`src/sv/sphf_pkg.sv`:
```
`timescale 1ns / 1ps
// Shared types, constants and stream layouts for the strip peak hit finder.
// Depends on nothing; used by every module of the block.
package sphf_pkg;

    localparam int CHANNELS = 2048;
    localparam int CHAN_W   = $clog2(CHANNELS);
    localparam int ADC_BITS = 12;

    localparam logic [11:0] ADC_MASK = 12'((1 << ADC_BITS) - 1);

    localparam int IN_DATA_W  = 112;
    localparam int OUT_DATA_W = 96;
    localparam int PED_W      = 32;

    // configuration register indexes
    typedef enum logic [1:0] {
        REG_SIGMA_THR  = 2'd0,
        REG_STRONG_THR = 2'd1,
        REG_SECTOR     = 2'd2
    } cfg_reg_t;

    localparam logic [9:0] SIGMA_THR_RST  = 10'd80;
    localparam logic [9:0] STRONG_THR_RST = 10'd176;
    localparam logic [2:0] SECTOR_RST     = 3'd6;

    localparam logic MODE_LOAD = 1'b0;
    localparam logic MODE_HIT  = 1'b1;

    localparam logic [1:0] LAYER_U = 2'd1;
    localparam logic [1:0] LAYER_V = 2'd2;

    localparam logic signed [10:0] STRIP_NONE = -11'sd1;
    localparam logic signed [4:0]  TIME_NONE  = -5'sd10;
    localparam logic [11:0]        COUNT_MAX  = 12'hFFF;

    // input request, last declared field in the lowest bits
    typedef struct packed {
        logic [5:0]  pad;
        logic [31:0] event_number;
        logic [3:0]  time_sample;
        logic [11:0] adc;
        logic [9:0]  strip;
        logic [1:0]  layer;
        logic [2:0]  sector;
        logic [15:0] pedestal_rms;
        logic [15:0] pedestal_mean;
        logic [10:0] channel_index;
    } in_data_t;

    // event result, last declared field in the lowest bits
    typedef struct packed {
        logic [6:0]         pad;
        logic [31:0]        event_id;
        logic [11:0]        strong_count;
        logic [11:0]        hit_count;
        logic signed [4:0]  best_time_v;
        logic signed [4:0]  best_time_u;
        logic signed [10:0] best_strip_v;
        logic signed [10:0] best_strip_u;
        logic               keep_event;
    } out_data_t;

    // verdict on one hit against thresholds and the kept maxima
    typedef struct packed {
        logic               counted;
        logic               strong_hit;
        logic               better_u;
        logic               better_v;
        logic signed [16:0] diff;
    } hit_eval_t;

endpackage

```
`src/sv/sphf_hit_eval.sv`:
```
`timescale 1ns / 1ps
// Threshold tests and peak comparison for one hit, all by cross-multiplication.
// Depends on sphf_pkg.
module sphf_hit_eval (
    input  logic [15:0]         mean,
    input  logic [15:0]         rms,
    input  logic [11:0]         adc,
    input  logic [9:0]          sigma_thr,
    input  logic [9:0]          strong_thr,
    input  logic signed [16:0]  best_diff_u,
    input  logic [15:0]         best_rms_u,
    input  logic signed [16:0]  best_diff_v,
    input  logic [15:0]         best_rms_v,
    output sphf_pkg::hit_eval_t verdict
);
    import sphf_pkg::*;

    logic [11:0]        adc_m;
    logic signed [17:0] diff;
    logic signed [27:0] diff_x16;
    logic [25:0]        sigma_prod;
    logic [25:0]        strong_prod;
    logic signed [34:0] new_x_u;
    logic signed [34:0] new_x_v;
    logic signed [33:0] old_x_u;
    logic signed [33:0] old_x_v;

    assign adc_m    = adc & ADC_MASK;
    // signed 12.4 difference: mean minus adc scaled to 1/16 units
    assign diff     = $signed({2'b00, mean}) - $signed({2'b00, adc_m, 4'b0000});
    assign diff_x16 = $signed({{6{diff[17]}}, diff, 4'b0000});

    assign sigma_prod  = sigma_thr * rms;
    assign strong_prod = strong_thr * rms;

    assign new_x_u = diff * $signed({1'b0, best_rms_u});
    assign new_x_v = diff * $signed({1'b0, best_rms_v});
    assign old_x_u = best_diff_u * $signed({1'b0, rms});
    assign old_x_v = best_diff_v * $signed({1'b0, rms});

    always_comb
    begin
        verdict.counted    = (rms != 16'd0) && (diff_x16 > $signed({2'b00, sigma_prod}));
        verdict.strong_hit = diff_x16 > $signed({2'b00, strong_prod});
        // strict compare keeps the earlier of two equal ratios
        verdict.better_u   = new_x_u > $signed({old_x_u[33], old_x_u});
        verdict.better_v   = new_x_v > $signed({old_x_v[33], old_x_v});
        verdict.diff       = diff[16:0];
    end

endmodule

```
`config.mk`:
```
export PLATFORM = sky130hd
export DESIGN_NAME = sphf_hit_eval
export DESIGN_NICKNAME = d
export VERILOG_FILES = /design/src/sv/sphf_pkg.sv /design/src/sv/sphf_hit_eval.sv
export SDC_FILE = /design/constraint.sdc
export NUM_CORES = 2
export LEC_CHECK = 0
export BUFFER_PORTS_ARGS = -buffer_cell sky130_fd_sc_hd__buf_4
export CAP_MARGIN = 0
export CORE_MARGIN = 3
export CORE_UTILIZATION = 44
export DETAILED_ROUTE_END_ITERATION = 8
export GPL_ROUTABILITY_DRIVEN = 1
export PLACE_DENSITY = 0.73
export SYNTH_ARGS = -nofsm -noshare
export SYNTH_HDL_FRONTEND = slang
export SYNTH_SLANG_ARGS = --single-unit
```
`constraint.sdc`:
```
create_clock -name vclk -period 13.2
set_input_delay 2.64 -clock vclk [all_inputs]
set_output_delay 2.64 -clock vclk [all_outputs]
set_load 0.01 [all_outputs]
```
==> out/qor.txt <==
Post-Place Cell Area - 60200 sq um
Detailed Place HPWL - 121000 microns
first-pass GRT wire length - 240000 microns
Worst Hold End - verdict[0]
Via-to-Cell Ratio - 5.17
Final setup viols - 2
Required @ worst endpoint - 10.56 ns
register area share after synthesis - 0%
Initial Util - 44.4%
io pins - 151
critical path class - in2out
failing checks - negative setup slack
Yosys cell types - 70
Critical Path Start Type - input pin
CP arrival - 11.44 ns
CP peak stage delay - 0.54 ns
P&R area growth vs syn - 10.5%
Slew @ Worst Pin - 0.673 ns
syn_area_per_cell - 8.71 sq um
Rows - 129
simple-gate share of the synthesized area - 16.3%
Synth Area in Adders - 62.1%
Final Hold Viols - 0
Peak Freq - 71.0 MHz
status - finished, violations left
largest net degree at the start of global routing - 46
Mapped Cells - 6316
GR Util All Layers - 22.6%
min-delay src - mean[0]
Yosys Warn Count - 0
Routed WL - 142000 microns
Worst Slack Setup Final - -0.882 ns
Worst setup EP type - primary output
CP max-delay cell - fa_1
Final nets - 8627
count of input and output buffers - 151
Worst Hold Path Cells - 3
Slew Limit Headroom - 55.1%
cell mode on critical path - fa_1
first-pass iteration count of the detailed router - 6
core area - 124000 sq um
Compound-Gate Fraction of Synth Area - 6.04%
Die H - 360 microns
Tcrit/Tclk final - 107%
Die ar. - 129000 sq um
per-cell routed wire length - 17.3 microns
Crit. Startpoint - mean[5]
layout cell share with drive strength beyond 1 - 9.70%
initial antenna violation count - 15
detailed-route via count - 42500
vias in the first global route - 47500
total gr overflow - 0
Mapped Area - 55000 sq um
Syn Nets - 8373
Final Instance Area - 60800 sq um
RSZ-0062 raised after global routing - yes
Post-DRT Antenna Nets - 0
Tmin final - 14.08 ns
number of clock buffers in the layout - 0
DR iter-0 viols - 2236
Post-Synth XOR/XNOR Area - 2.79%
main combinational cell family by area after synthesis - adder cells
hold crit path type - in2out
Reg area - 0 sq um
residual DRC count - 0
post-synthesis mux area share - 0.0205%
routability cong. - 0.905
FF+latch count - 0
final slew viol count - 0
Max-Cap Viols - 0
crit-path max FO - 7
die width - 360 microns
-- worst max path at each step --
stage / to / slack [ns]
CTS: verdict[17] / -0.91
global route: verdict[18] / -1.30
global placement: verdict[17] / -1.04
finish: verdict[18] / -0.88
detailed placement: verdict[18] / -1.17
floorplan: verdict[18] / -0.18
-- Yosys cell counts, types with 11 or more instances --
library cell  instances  share of area [%]
a211oi_1             12               0.16
a21o_1               90                1.2
a21oi_1             159                1.4
a31oi_1              15               0.17
and2_1              561                6.4
and3_1               38               0.43
clkbuf_1            254                1.7
fa_1               1337                 49
ha_1                590                 13
inv_1              1618                 11
nand2_1             845                5.8
nand2b_1             28               0.32
nand3_1              70               0.64
nand4_1              31               0.35
nor2_1              105               0.72
nor2b_1              47               0.53
nor3_1               22               0.20
nor4_1               16               0.18
o211ai_1             11               0.15
o21a_1               38               0.52
o21ai_0              75               0.68
o21ai_1              23               0.21
o21bai_1             21               0.29
or3_1                16               0.18
xnor2_1             120                1.9
xor2_1               55               0.88
-- logic make-up (layout without fill, tap and decap cells) --
| group | after synthesis | in the layout |
|---|---|---|
| AO/OA/AOI/OAI | 518 | 518 |
| multiplexers | 1 | 1 |
| adder cells (fa/ha/maj) | 1927 | 1927 |
| other | 0 | 8 |
| buffers and inverters | 1876 | 2126 |
| XOR/XNOR | 175 | 176 |
| AND/OR/NAND/NOR | 1819 | 1820 |
-- worst max-delay path, delay by kind of cell --
family	cells	cell delay, ns
compound gates	17	2.96
xor+xnor	1	0.14
fa+ha+maj	9	3.84
buf+inv	8	0.97
simple gates	7	0.88
-- routing by layer --
metal | track usage (%) | vias up | wire length, microns
li1 | - | 19200 | -
met2 | 41.5 | 1354 | 73000
met4 | 5.12 | 6 | 3580
met3 | 2.82 | 278 | 9510
met5 | 0 | - | 36
met1 | 28.5 | 21600 | 56100
-- layout by cell type, fill, tap and decap left out, types with 7 or more instances in the layout --
cell type  synthesis  routed
a211o_1            9       9
a211oi_1          12      12
a21o_1            90      90
a21oi_1          159     146
a21oi_2            1      13
a31oi_1           15      14
and2_1           561     556
and3_1            38      36
buf_12             0      10
buf_4              4     484
buf_6              0      11
diode_2            0       8
fa_1            1337    1323
fa_2               0      14
ha_1             590     571
ha_4               0      19
inv_1           1618    1608
inv_2              0       9
nand2_1          845     841
nand2b_1          28      27
nand3_1           70      68
nand3b_1          10      10
nand4_1           31      31
nor2_1           105     100
nor2b_1           47      44
nor3_1            22      22
nor4_1            16      16
o211ai_1          11      11
o21a_1            38      38
o21ai_0           75      70
o21ai_1           23      19
o21ai_2            1       9
o21bai_1          21      21
o31ai_1           10       7
or2_2              9       9
or3_1             16      15
xnor2_1          120     115
xor2_1            55      55
-- what timing repair did --
action / 4_1_cts / 5_1_grt
cloned: 3 / 0
pin swaps: 31 / 25
resized for setup: 35 / 38
setup buffers: 14 / 3
hold buffers: 0 / 0
setup endpoints to repair: 2 / 2
-- area by class of cell --
cell class                 count  area, sq um
fill                       11500        63200
timing repair buffer         508         4020
multi-input combinational   4442        48600
antenna                        8         20.0
inverter                    1618         6080
tap                         1637         2050
-- through the flow --
stage	setup TNS, ns	util, %	hold WS [ns]	worst slack, ns	cells
2_1_floorplan	-0.349	-	5.37	-0.183	6316
3_3_place_gp	-2.06	48.6	5.96	-1.04	8185
3_5_place_dp	-2.29	48.6	5.96	-1.17	8185
4_1_cts	-1.79	48.9	5.96	-0.910	8202
5_1_grt	-2.56	49.0	5.98	-1.30	8207
6_report	-1.76	49.0	5.97	-0.882	8213
Power is not shown: default switching activity piles up to over one toggle a cycle in this logic, so the estimate is an artifact.
